`src/sv/wall_follow_speed_select_defines.svh`:
```
// Assertion macros shared by the wall follow speed select RTL.
// Depends on nothing; the including module must provide clk and rst_n.
`ifndef WALL_FOLLOW_SPEED_SELECT_DEFINES_SVH
`define WALL_FOLLOW_SPEED_SELECT_DEFINES_SVH

// Same-cycle implication, disabled while reset is asserted.
`define WFSS_ASSERT_NOW(lbl, ante, cons, msg) \
  lbl: assert property (@(posedge clk) disable iff (!rst_n) (ante) |-> (cons)) else $error(msg);

// Next-cycle implication, disabled while reset is asserted.
`define WFSS_ASSERT_NEXT(lbl, ante, cons, msg) \
  lbl: assert property (@(posedge clk) disable iff (!rst_n) (ante) |=> (cons)) else $error(msg);

`endif

```
`src/sv/wfss_pkg.sv`:
```
// Package for the wall follow speed select block: payload types, register codes,
// constants and the elaboration-time angle and gain table functions. No dependencies.
package wfss_pkg;

  localparam int SENSOR_SPACING  = 15;
  localparam int ANGLE_FRAC_BITS = 12;
  localparam int ANGLE_W         = ANGLE_FRAC_BITS + 1;
  localparam int GAIN_W          = 11;
  localparam int NUM_W           = 32;
  localparam int DIST_W          = 8;
  localparam int TBL_DEPTH       = 1 << DIST_W;
  localparam int CORDIC_STEPS    = 28;
  localparam int CORDIC_PRESHIFT = 20;

  localparam int GAIN_BASE   = 16;
  localparam int GAIN_STEP   = 5;
  localparam int ANGLE_SCALE = 10;
  localparam int BAND_NEAR   = 10;
  localparam int BAND_MID    = 60;
  localparam int BAND_FAR    = 800;

  localparam logic [DIST_W-1:0] WALL_MIN_RST = 8'd11;
  localparam logic [DIST_W-1:0] WALL_MAX_RST = 8'd40;
  localparam logic [DIST_W-1:0] STOP_MAX_RST = 8'd16;
  localparam logic [DIST_W-1:0] DIST_REF_RST = 8'd17;

  localparam logic [1:0] SPEED_STOP = 2'd0;
  localparam logic [1:0] SPEED_SLOW = 2'd1;
  localparam logic [1:0] SPEED_MID  = 2'd2;
  localparam logic [1:0] SPEED_FAST = 2'd3;

  localparam int FLAG_FRONT = 0;
  localparam int FLAG_BACK  = 1;
  localparam int FLAG_LEFT  = 2;
  localparam int FLAG_RIGHT = 3;

  localparam int PADDR_W = 4;
  localparam int PDATA_W = 32;

  typedef enum logic [1:0] {
    REG_WALL_MIN,
    REG_WALL_MAX,
    REG_STOP_MAX,
    REG_DIST_REF
  } reg_idx_t;

  typedef struct packed {
    logic [DIST_W-1:0] right_front_distance;
    logic [DIST_W-1:0] left_front_distance;
    logic [DIST_W-1:0] front_distance;
    logic [DIST_W-1:0] right_back_distance;
    logic [DIST_W-1:0] left_back_distance;
    logic [DIST_W-1:0] back_distance;
  } scan_t;

  typedef struct packed {
    logic [1:0] left_speed;
    logic [1:0] right_wheel_speed;
    logic       wall_stop;
    logic [3:0] wall_flags;
  } speed_t;

  localparam longint ATAN_Q30 [CORDIC_STEPS] = '{
    843314857, 497837830, 263043837, 133525159, 67021687, 33543516,
    16775852, 8388437, 4194283, 2097149, 1048576, 524288,
    262144, 131072, 65536, 32768, 16384, 8192, 4096, 2048,
    1024, 512, 256, 128, 64, 32, 16, 8
  };

  function automatic logic in_range(input logic [DIST_W-1:0] v, input logic [DIST_W-1:0] lo,
                                    input logic [DIST_W-1:0] hi);
    return (lo <= v) && (v <= hi);
  endfunction

  // Arithmetic shift that truncates toward zero, matching integer division.
  function automatic longint shr_tz(input longint v, input int sh);
    return (v < 0) ? -((-v) >>> sh) : (v >>> sh);
  endfunction

  // Vectoring CORDIC for atan(mag / SENSOR_SPACING), evaluated at elaboration.
  function automatic logic [ANGLE_W-1:0] angle_fixed(input logic [DIST_W-1:0] mag);
    longint x;
    longint y;
    longint z;
    longint xs;
    longint ys;
    longint r;
    x = longint'(SENSOR_SPACING) <<< CORDIC_PRESHIFT;
    y = longint'(mag) <<< CORDIC_PRESHIFT;
    z = 0;
    if (mag == '0) begin
      return '0;
    end
    for (int i = 0; i < CORDIC_STEPS; i++) begin
      xs = shr_tz(x, i);
      ys = shr_tz(y, i);
      if (y > 0) begin
        x = x + ys;
        y = y - xs;
        z = z + ATAN_Q30[i];
      end else begin
        x = x - ys;
        y = y + xs;
        z = z - ATAN_Q30[i];
      end
    end
    if (z < 0) begin
      z = 0;
    end
    r = (z + (longint'(1) <<< (29 - ANGLE_FRAC_BITS))) >>> (30 - ANGLE_FRAC_BITS);
    return r[ANGLE_W-1:0];
  endfunction

  function automatic logic [GAIN_W-1:0] gain_of(input logic [DIST_W-1:0] mag);
    int q;
    q = int'(mag) / SENSOR_SPACING;
    return GAIN_W'(GAIN_BASE + GAIN_STEP * q);
  endfunction

endpackage

```
`src/sv/wall_follow_speed_select.sv`:
```
// Wall follow speed select: one input register, one combinational steering pass, one result
// register. Depends on wfss_pkg and wall_follow_speed_select_defines.svh.
//
// Usage: a transaction on the in_ channel carries one scan of six IR distance readings.
// Each scan yields exactly one transaction on the out_ channel with left and right speed
// codes, a stop flag and the wall presence flags. Thresholds and the side distance
// reference sit in four 8-bit registers behind the APB port at byte addresses 0, 4, 8
// and 12; writes complete in the access cycle and reads return the stored value.
// Registers should only be written while no scan is in flight.
// A scan is captured in the input register, then in the result register that drives
// out_valid. Throughput is one scan per cycle while out_ready stays high; each register
// holds one scan, and the angle and gain lookups plus one multiply sit between them.
// Reset (synchronous, active low) empties both stages and loads the register defaults.
// When the receiver holds out_ready low the result stays in place, the input stage
// fills, and in_ready drops only once both stages are full.
`include "wall_follow_speed_select_defines.svh"

module wall_follow_speed_select
  import wfss_pkg::*;
(
  input  logic               clk,
  input  logic               rst_n,
  input  logic               in_valid,
  output logic               in_ready,
  input  scan_t              in_data,
  output logic               out_valid,
  input  logic               out_ready,
  output speed_t             out_data,
  input  logic               psel,
  input  logic               penable,
  input  logic               pwrite,
  input  logic [PADDR_W-1:0] paddr,
  input  logic [PDATA_W-1:0] pwdata,
  output logic [PDATA_W-1:0] prdata,
  output logic               pready
);

  logic [DIST_W-1:0] wall_min_r;
  logic [DIST_W-1:0] wall_max_r;
  logic [DIST_W-1:0] stop_max_r;
  logic [DIST_W-1:0] dist_ref_r;

  scan_t  s1_r;
  logic   s1_v_r;
  speed_t out_r;
  logic   out_v_r;
  speed_t res_nxt;
  logic   s1_adv;
  logic   cfg_wr;
  reg_idx_t reg_idx;

  logic [ANGLE_W-1:0] ang_tbl  [TBL_DEPTH];
  logic [GAIN_W-1:0]  gain_tbl [TBL_DEPTH];

  for (genvar g = 0; g < TBL_DEPTH; g++) begin : g_tbl
    assign ang_tbl[g]  = angle_fixed(DIST_W'(g));
    assign gain_tbl[g] = gain_of(DIST_W'(g));
  end

  assign pready  = 1'b1;
  assign reg_idx = reg_idx_t'(paddr[3:2]);
  assign cfg_wr  = psel && penable && pwrite && pready;

  always_comb begin
    unique case (reg_idx)
      REG_WALL_MIN: prdata = PDATA_W'(wall_min_r);
      REG_WALL_MAX: prdata = PDATA_W'(wall_max_r);
      REG_STOP_MAX: prdata = PDATA_W'(stop_max_r);
      REG_DIST_REF: prdata = PDATA_W'(dist_ref_r);
      default:      prdata = '0;
    endcase
  end

  assign s1_adv    = !out_v_r || out_ready;
  assign in_ready  = !s1_v_r || s1_adv;
  assign out_valid = out_v_r;
  assign out_data  = out_r;

  always_ff @(posedge clk) begin
    if (!rst_n) begin
      s1_v_r     <= 1'b0;
      out_v_r    <= 1'b0;
      wall_min_r <= WALL_MIN_RST;
      wall_max_r <= WALL_MAX_RST;
      stop_max_r <= STOP_MAX_RST;
      dist_ref_r <= DIST_REF_RST;
    end else begin
      if (in_ready) begin
        s1_v_r <= in_valid;
      end
      if (s1_adv) begin
        out_v_r <= s1_v_r;
      end
      if (cfg_wr) begin
        unique case (reg_idx)
          REG_WALL_MIN: wall_min_r <= pwdata[DIST_W-1:0];
          REG_WALL_MAX: wall_max_r <= pwdata[DIST_W-1:0];
          REG_STOP_MAX: stop_max_r <= pwdata[DIST_W-1:0];
          REG_DIST_REF: dist_ref_r <= pwdata[DIST_W-1:0];
          default: ;
        endcase
      end
    end
  end

  always_ff @(posedge clk) begin
    if (in_valid && in_ready) begin
      s1_r <= in_data;
    end
    if (s1_adv && s1_v_r) begin
      out_r <= res_nxt;
    end
  end

  logic                     wf, wb, wl_raw, wr_raw, wl, wr, stop;
  logic [DIST_W:0]          sum_l, sum_r, sum_ab;
  logic [DIST_W-1:0]        a, b, mag, avg;
  logic signed [DIST_W:0]   d;
  logic [ANGLE_W-1:0]       ang_mag;
  logic signed [ANGLE_W:0]  ang_s;
  logic [GAIN_W-1:0]        gain;
  logic signed [DIST_W+1:0] align;
  logic signed [NUM_W-1:0]  prod, num, value;

  always_comb begin
    wf     = in_range(s1_r.front_distance, wall_min_r, wall_max_r);
    wb     = in_range(s1_r.back_distance, wall_min_r, wall_max_r);
    wl_raw = in_range(s1_r.left_front_distance, wall_min_r, wall_max_r) &&
             in_range(s1_r.left_back_distance, wall_min_r, wall_max_r);
    wr_raw = in_range(s1_r.right_front_distance, wall_min_r, wall_max_r) &&
             in_range(s1_r.right_back_distance, wall_min_r, wall_max_r);
    sum_l  = {1'b0, s1_r.left_front_distance} + {1'b0, s1_r.left_back_distance};
    sum_r  = {1'b0, s1_r.right_front_distance} + {1'b0, s1_r.right_back_distance};
    wl     = wl_raw && !(wr_raw && (sum_r < sum_l));
    wr     = wr_raw && !(wl_raw && !(sum_r < sum_l));
    stop   = (wall_min_r <= s1_r.front_distance) && (s1_r.front_distance <= stop_max_r);

    a       = wl ? s1_r.left_front_distance : s1_r.right_back_distance;
    b       = wl ? s1_r.left_back_distance : s1_r.right_front_distance;
    d       = $signed({1'b0, a}) - $signed({1'b0, b});
    mag     = d[DIST_W] ? DIST_W'(-d) : d[DIST_W-1:0];
    ang_mag = ang_tbl[mag];
    ang_s   = d[DIST_W] ? -$signed({1'b0, ang_mag}) : $signed({1'b0, ang_mag});
    gain    = gain_tbl[mag];
    sum_ab  = {1'b0, a} + {1'b0, b};
    avg     = sum_ab[DIST_W:1];
    align   = $signed({2'b00, dist_ref_r}) - $signed({2'b00, avg});
    if (wl) begin
      align = -align;
    end

    prod  = NUM_W'(ang_s) * $signed(NUM_W'(gain));
    num   = (prod <<< 3) + (prod <<< 1) + (NUM_W'(align) <<< ANGLE_FRAC_BITS);
    value = (num < 0) ? ((num + NUM_W'((1 << ANGLE_FRAC_BITS) - 1)) >>> ANGLE_FRAC_BITS)
                      : (num >>> ANGLE_FRAC_BITS);

    res_nxt                        = '0;
    res_nxt.wall_flags[FLAG_FRONT] = wf;
    res_nxt.wall_flags[FLAG_BACK]  = wb;
    res_nxt.wall_flags[FLAG_LEFT]  = wl;
    res_nxt.wall_flags[FLAG_RIGHT] = wr;
    if (stop) begin
      res_nxt.left_speed        = SPEED_STOP;
      res_nxt.right_wheel_speed = SPEED_STOP;
      res_nxt.wall_stop         = 1'b1;
    end else if (wl || wr) begin
      if (value > -BAND_NEAR && value < BAND_NEAR) begin
        res_nxt.left_speed        = SPEED_SLOW;
        res_nxt.right_wheel_speed = SPEED_SLOW;
      end else if (value >= BAND_NEAR && value < BAND_MID) begin
        res_nxt.left_speed        = SPEED_MID;
        res_nxt.right_wheel_speed = SPEED_SLOW;
      end else if (value >= BAND_MID && value < BAND_FAR) begin
        res_nxt.left_speed        = SPEED_FAST;
        res_nxt.right_wheel_speed = SPEED_SLOW;
      end else if (value <= -BAND_NEAR && value > -BAND_MID) begin
        res_nxt.left_speed        = SPEED_SLOW;
        res_nxt.right_wheel_speed = SPEED_MID;
      end else if (value <= -BAND_MID && value > -BAND_FAR) begin
        res_nxt.left_speed        = SPEED_SLOW;
        res_nxt.right_wheel_speed = SPEED_FAST;
      end else begin
        res_nxt.left_speed        = SPEED_STOP;
        res_nxt.right_wheel_speed = SPEED_STOP;
      end
    end else begin
      res_nxt.left_speed        = SPEED_SLOW;
      res_nxt.right_wheel_speed = SPEED_SLOW;
    end
  end

  `WFSS_ASSERT_NOW(a_stop_speeds, out_v_r && out_r.wall_stop,
    (out_r.left_speed == SPEED_STOP) && (out_r.right_wheel_speed == SPEED_STOP),
    "stop result with nonzero speed")
  `WFSS_ASSERT_NOW(a_one_side, out_v_r,
    !(out_r.wall_flags[FLAG_LEFT] && out_r.wall_flags[FLAG_RIGHT]),
    "both side walls reported")
  `WFSS_ASSERT_NOW(a_no_side_cruise,
    out_v_r && !out_r.wall_stop && !out_r.wall_flags[FLAG_LEFT] &&
    !out_r.wall_flags[FLAG_RIGHT],
    (out_r.left_speed == SPEED_SLOW) && (out_r.right_wheel_speed == SPEED_SLOW),
    "no side wall but speeds are not cruise")
  `WFSS_ASSERT_NEXT(a_stage_hold, s1_v_r && out_v_r && !out_ready,
    s1_v_r && out_v_r, "stalled transaction dropped from the pipeline")

endmodule

```
`config.mk`:
```
export PLATFORM = sky130hd
export DESIGN_NAME = wall_follow_speed_select
export DESIGN_NICKNAME = d
export VERILOG_FILES = /design/src/sv/wfss_pkg.sv /design/src/sv/wall_follow_speed_select.sv
export VERILOG_INCLUDE_DIRS = /design/src /design/src/sv
export SDC_FILE = /design/constraint.sdc
export NUM_CORES = 1
export LEC_CHECK = 0
export BUFFER_PORTS_ARGS = -buffer_cell sky130_fd_sc_hd__buf_2
export CAP_MARGIN = 20
export CORE_MARGIN = 2
export CORE_UTILIZATION = 25
export CTS_CLUSTER_SIZE = 12
export DETAILED_ROUTE_END_ITERATION = 10
export GPL_TIMING_DRIVEN = 0
export RECOVER_POWER = 50
export SYNTH_ARGS = -nofsm -noshare
export SYNTH_HDL_FRONTEND = slang
export SYNTH_SLANG_ARGS = --single-unit
```
`constraint.sdc`:
```
create_clock -name clk -period 23.6 [get_ports clk]
set_input_delay 2.36 -clock clk [delete_from_list [all_inputs] [get_ports clk]]
set_output_delay 2.36 -clock clk [all_outputs]
set_load 0.05 [all_outputs]
```
Word-level counts from Yosys, hierarchy flattened. Memories as Yosys holds them, arrays and structs flattened. Index checks and enable logic that the tools add are counted.

$add $sub $neg: 11. Multipliers: 1. $lt $le $gt $ge: 26. Eq/ne operators: 3. Muxes and demuxes: 18. Bitwise operators: 2. Reductions and logical operators: 37.

Operators with widths (count): 32-bit case mux with 4 select lines (1); 8-bit <= comparator (13); 31-bit by 13-bit adder with 32-bit output (second input constant) (1); 32-bit by 5-bit >= comparator with 1-bit output (second input constant) (1); 32-bit by 7-bit >= comparator with 1-bit output (second input constant) (1); 32-bit by 11-bit > comparator with 1-bit output (second input constant) (1); 32-bit by 5-bit > comparator with 1-bit output (second input constant) (1); 32-bit by 7-bit > comparator with 1-bit output (second input constant) (1); 32-bit by 5-bit <= comparator with 1-bit output (second input constant) (1); 32-bit by 7-bit <= comparator with 1-bit output (second input constant) (1); 32-bit by 11-bit < comparator with 1-bit output (second input constant) (1); 32-bit by 5-bit < comparator with 1-bit output (second input constant) (1); 32-bit by 7-bit < comparator with 1-bit output (second input constant) (1); 32-bit 2-to-1 mux (1); 30-bit by 22-bit adder with 31-bit output (1); 31-bit by 1-bit < comparator with 1-bit output (second input constant) (1); 29-bit by 27-bit adder with 30-bit output (1); 8-bit by 8-bit adder with 9-bit output (3); 14-bit by 12-bit multiplier with 26-bit output (1); 13-bit 2-to-1 mux (2); 8-bit 2-to-1 mux (3); 1-bit logical AND (22); 11-bit 2-to-1 mux (2); 8-bit by 8-bit subtractor with 9-bit output (2); 20 further kinds (34).

Flip-flop bits (word level): 91. Bits in read-only memories: 6144. Bits of input ports: 91. Output and inout port bits: 44. Word-level logic and storage cells: 118. Memories kept: 2.

Memory list: (no name shown) (depth 256, bits a word 13, rd ports 1, clocked after Yosys merged registers in 0, wr ports 0, RTL line wall_follow_speed_select.sv:142) `ang_mag = ang_tbl[mag];`; (no name shown) (depth 256, bits a word 11, rd ports 1, clocked after Yosys merged registers in 0, wr ports 0, RTL line wall_follow_speed_select.sv:144) `gain = gain_tbl[mag];`.

Longest topological paths before layout.
Depth after elaboration: 29. Depth in mapped cells: 95. Mapped depth without buffers: 89.

Least setup slack after synthesis. No wires, ideal clock.

Path type: register to register. Start: register s1_r[9] (netlist name). End: register out_r (netlist bit out_data[6]) (data pin). Library setup time: 265 ps. Arrival: 17430 ps. Data required time: 23335 ps. Path slack: 5904 ps. Cell stages (with the launch flop): 88. Path buffers: 7. Period minus slack after synthesis: 17696 ps. Cell sequence: edfxtp_1 -> clkbuf_1 -> inv_1 -> fa_1 -> inv_1 -> a21oi_1 -> o21ai_0 -> a21oi_1 -> o21bai_1 -> xnor2_1 -> ha_1 -> nand2_1 -> nor3_1 -> a21oi_1 -> o21ai_2 -> o21ai_2 -> inv_4 -> clkbuf_1 -> [52 not listed] -> ha_1 -> nand4_1 -> nor2_1 -> nor3_1 -> o31ai_1 -> or3_1 -> a31o_2 -> a21oi_1 -> o21ai_0 -> xnor2_1 -> and2_1 -> clkbuf_1 -> o2111ai_2 -> or3_1 -> a211oi_1 -> o2111a_1 -> a21oi_1 -> nor3b_1.

Longest elaborated chain between the ends: 24. Elaborated cells on any way between the ends: 57. Those cells by class: add/sub (10); mul (1); order compare (14); mux (12); bitwise (2); reduce/logical (16); memory (2).

Ends and longest elaborated chain: from (decl) (RTL line wall_follow_speed_select.sv:43) `scan_t s1_r;`; from (signal assigned) (RTL line wall_follow_speed_select.sv:108) `s1_r <= in_data;`; 8-bit by 8-bit adder with 9-bit output (RTL line wall_follow_speed_select.sv:132) `sum_l = {1'b0, s1_r.left_front_distance} + {1'b0, s1_r.left_back_distance};`; 9-bit < comparator (RTL line wall_follow_speed_select.sv:134, wall_follow_speed_select.sv:135); 1-bit logical AND (RTL line wall_follow_speed_select.sv:134) `wl = wl_raw && !(wr_raw && (sum_r < sum_l));`; 1-bit zero test (RTL line wall_follow_speed_select.sv:134); 1-bit logical AND (RTL line wall_follow_speed_select.sv:134); 8-bit 2-to-1 mux, on equally long branches (RTL line wall_follow_speed_select.sv:138, wall_follow_speed_select.sv:139); 8-bit by 8-bit subtractor with 9-bit output (RTL line wall_follow_speed_select.sv:140) `d = $signed({1'b0, a}) - $signed({1'b0, b});`; 8-bit negation (RTL line wall_follow_speed_select.sv:141) `mag = d[DIST_W] ? DIST_W'(-d) : d[DIST_W-1:0];`; [8 not listed]; 29-bit by 27-bit adder with 30-bit output (RTL line wall_follow_speed_select.sv:153) `num = (prod <<< 3) + (prod <<< 1) + (NUM_W'(align) <<< ANGLE_FRAC_BITS);`; 30-bit by 22-bit adder with 31-bit output (RTL line wall_follow_speed_select.sv:153); 31-bit by 13-bit adder with 32-bit output or 31-bit by 1-bit < comparator with 1-bit output (tied branches) (RTL line wall_follow_speed_select.sv:154) `value = (num < 0) ? ((num + NUM_W'((1 << ANGLE_FRAC_BITS) - 1)) >>> ANGLE_FRAC_BITS)`; 32-bit 2-to-1 mux (RTL line wall_follow_speed_select.sv:154); 32-bit by 7-bit <= comparator with 1-bit output or 32-bit by 11-bit > comparator with 1-bit output (tied branches) (RTL line wall_follow_speed_select.sv:179) `end else if (value <= -BAND_MID && value > -BAND_FAR) begin`; 1-bit logical AND (RTL line wall_follow_speed_select.sv:179); 3-bit 2-to-1 mux (RTL line wall_follow_speed_select.sv:179); 3-bit 2-to-1 mux (RTL line wall_follow_speed_select.sv:176) `end else if (value <= -BAND_NEAR && value > -BAND_MID) begin`; to (signal assigned) (RTL line wall_follow_speed_select.sv:111) `out_r <= res_nxt;`; to (decl) (RTL line wall_follow_speed_select.sv:45) `speed_t out_r;`.

Several ways; a longest one is shown, not always the timed one. The select of a mux whose other input is x is not followed. A chain may end at the register's enable or synchronous reset.

Worst setup path after layout.
Start: register s1_r[9] (netlist name). End: register out_r (netlist bit out_data[7]) (data pin).

Longest elaborated chain between the ends: 28. Elaborated cells on any way between the ends: 59. Those cells by class: add/sub (10); mul (1); order compare (14); mux (16); bitwise (1); reduce/logical (15); memory (2).

Ends and longest elaborated chain: 8-bit by 8-bit adder with 9-bit output (RTL line wall_follow_speed_select.sv:132); 9-bit < comparator (RTL line wall_follow_speed_select.sv:134, wall_follow_speed_select.sv:135); 1-bit logical AND (RTL line wall_follow_speed_select.sv:134); 1-bit zero test (RTL line wall_follow_speed_select.sv:134); 1-bit logical AND (RTL line wall_follow_speed_select.sv:134); 8-bit 2-to-1 mux, on equally long branches (RTL line wall_follow_speed_select.sv:138, wall_follow_speed_select.sv:139); 8-bit by 8-bit subtractor with 9-bit output (RTL line wall_follow_speed_select.sv:140); 8-bit negation (RTL line wall_follow_speed_select.sv:141); [12 not listed]; 32-bit by 7-bit <= comparator with 1-bit output or 32-bit by 11-bit > comparator with 1-bit output (tied branches) (RTL line wall_follow_speed_select.sv:179); 1-bit logical AND (RTL line wall_follow_speed_select.sv:179); 3-bit 2-to-1 mux (RTL line wall_follow_speed_select.sv:179); 3-bit 2-to-1 mux (RTL line wall_follow_speed_select.sv:176); 4-bit 2-to-1 mux (RTL line wall_follow_speed_select.sv:173) `end else if (value >= BAND_MID && value < BAND_FAR) begin`; 4-bit 2-to-1 mux (RTL line wall_follow_speed_select.sv:170) `end else if (value >= BAND_NEAR && value < BAND_MID) begin`; 3-bit 2-to-1 mux (RTL line wall_follow_speed_select.sv:167) `if (value > -BAND_NEAR && value < BAND_NEAR) begin`; 3-bit 2-to-1 mux (*) (RTL line wall_follow_speed_select.sv:166) `end else if (wl || wr) begin`.

Mark *: on every way between the ends. The rest lies on a longest branch, timed or not. The select of a mux whose other input is x is not followed.

==> flow_summary.toml <==
[floorplanning]
rows = 99
core_sq_um = 72800
die_h_microns = 275
die_x_microns = 275
dieArea_sq_um = 75500
ios = 135
initial_utilization_pct = 25.2

[clock_network]
htreeDepth = 3
cts-resized-gates = 0
cts_tree = "built"
post_cts_buffers = 0
cts_sinks = 91
path_clk_slew_ps = 80
cts_max_path_buffers = 2
cts_hold_buf = 0
cts_buffers = 9
cts_root_buf = "clkbuf_16"
insertion_delay_ps = 370

[synth]
netlist_area_sq_um = 18300
synthTopCellsByArea = "ha_1 (18%), fa_1 (10%), edfxtp_1 (9.3%), inv_1 (5.4%), a21oi_1 (4.8%)"
syn_area_per_cell_sq_um = 8.08
async_flop_share_pct = 0
synth_edf_count = 57
synth-seq-cells = 91
yosysTopAreaCellShare_pct = 18.1
yosysWarnings = 0
synthCells = 2271
ys_types = 105
synthFlopType = "edfxtp_1"
ys_seq_area_share_pct = 13.0
yosys.area.top_type = "ha_1"

[detailed_routing]
wl_met2_microns = 27300
met3WireLength_microns = 4330
drt-initial-drc-count = 1687
ant_nets = 0
routed_wl_microns = 60900
num_vias = 17500
met1Wirelength_microns = 27200
vias_per_cell = 5.20
drc = 0
post_drt_wl_per_cell_microns = 18.2
drtPass1Iterations = 6
highest_layer = "met4"

[cells_and_area]
antenna_cells = 0
final_common_cell = "ha_1"
postLayoutCoreUtil_pct = 28.0
finalNetCount = 2841
areaGrowthSynthToFinish_pct = 11.1
drive_above_1_share_pct = 8.92
final_cell_mix = "ha_1 (265), inv_1 (264), a21oi_1 (175)"

[worst_setup_path]
startpoint = "s1_r[9]"
critical-path-slowest-cell = "buf_1"
crit_top_cell = "a21oi_1"
crit_type = "reg -> reg"
arrival_ps = 22060
crit_path_start_kind = "flip-flop"
r2r_setup_slack_ps = 1660
ff2ff_path_depth = 90
path_buf_inv = 17
worst_path_dominant_cell_family = "compound AO/OA/AOI/OAI gates"
end_kind = "flip-flop"
r2r_start = "s1_r[9]"
slowest_delay_ps = 700
cp.required_ps = 23710
reg2reg_to = "out_data[7]"
cp_max_fo = 13

[timing]
rsz0062_at_grt = "false"
setup_viol = 0
final.period_utilization_pct = 93.0
setup_slack_ps = 1660
tns_ps = 0
max_freq_mhz = 45.6
worst_pin_slew_ps = 1510
finalHoldViolations = 0
hold-worst-slack_ps = 519
layout_min_cycle_time_ps = 21940
relSlewSlack_pct = -1.25
finalMaxSlewViolations = 10
fin_skew_ps = 14.9

[grt]
overflow = 0
first_global_vias = 16900
antenna_found_initial = 0
track_usage_pct = 16.0
grt_max_degree = 41
grt_pass1_wl_microns = 95700

[flow_run]
cap_viol_max_count = 1

[worst_hold_path]
min_path_type = "reg -> reg"
hp-start = "wall_max_r[3]"
hold_depth = 2
hold-path-endpoint = "wall_max_r[3]"

[place]
hpwlAfterDp_microns = 48700
gp_congestion = 1.02
port_buffers = 83
dp_slack_ps = 2040

[outcome]
status = "complete, but fails checks"
violations = "max-capacitance violations, max-slew violations"
metal layers:
| metal | global-route usage (%) | vias to the layer above |
|---|---|---|
| li1 | - | 8331 |
| met1 | 21.5 | 8247 |
| met2 | 26.2 | 751 |
| met3 | 2.09 | 133 |
| met4 | 5.76 | 0 |
| met5 | 0 | - |
area by class of cell:
| cell class | instances | area, sq um |
|---|---|---|
| plain buffers | 125 | 626 |
| clock buffers | 14 | 297 |
| clock inverters | 2 | 15.0 |
| fillers | 7952 | 52500 |
| inverters | 266 | 1000 |
| multi-input cells | 1812 | 14400 |
| flip-flops and latches | 91 | 2390 |
| well taps | 959 | 1200 |
| repair buffers | 88 | 440 |
tightest hold or removal path: stages, from the launching register on:
cell	delay (ps)
dfxtp_1	350
mux2i_1	80
nand2_1	60
synth_stat cells (29+ instances only):
cell,count
nand2_1,146
a21o_1,38
edfxtp_1,57
o211ai_1,39
mux2i_1,40
a211oi_1,34
nor2b_1,59
o21ai_0,95
nand2b_1,33
buf_4,32
ha_1,265
fa_1,92
buf_2,29
nor3_1,46
nand3_1,47
inv_1,264
nor2_1,173
dfxtp_1,34
xnor2_1,75
a21oi_1,175
clkbuf_1,56
per-stage QoR:
step	cell area (sq um)	std cells
after CTS	20400	3356
final	20400	3357
after floorplan	18400	2294
after global placement	20000	3336
after global routing	20400	3357
after detailed placement	20100	3340
worst max path at each step:
stage             endpoint  slack [ps]  cells after the start
6_report       out_data[7]        1660                     90
5_1_grt        out_data[7]          20                     89
4_1_cts        out_data[7]        1870                     88
3_5_place_dp   out_data[7]        2040                     88
3_3_place_gp   out_data[7]        1860                     90
2_1_floorplan  out_data[6]        5900                     87
registers in the layout, indices dropped and copies added, names as in the netlist:
| signal | count |
|---|---|
| s1_v_r | 1 |
| dist_ref_r | 8 |
| s1_r | 48 |
| wall_max_r | 8 |
| wall_min_r | 8 |
| out_data | 9 |
| out_valid | 1 |
| stop_max_r | 8 |
cell families (layout without fill, tap and decap cells):
| group | after synthesis | count (layout) | synth area share [%] |
|---|---|---|---|
| compound gates | 635 | 635 | 23.7 |
| simple gates | 631 | 631 | 17.0 |
| buf+inv | 391 | 495 | 8.87 |
| fa+ha+maj | 361 | 361 | 28.3 |
| xor+xnor | 105 | 105 | 5.14 |
| flops | 91 | 91 | 13.0 |
| mux | 55 | 55 | 3.90 |
| other cells | 2 | 25 | 0.0409 |
Power is left out: the tool's default activity adds up to more than one toggle a clock period on the data nets, which glitch-free logic cannot reach.
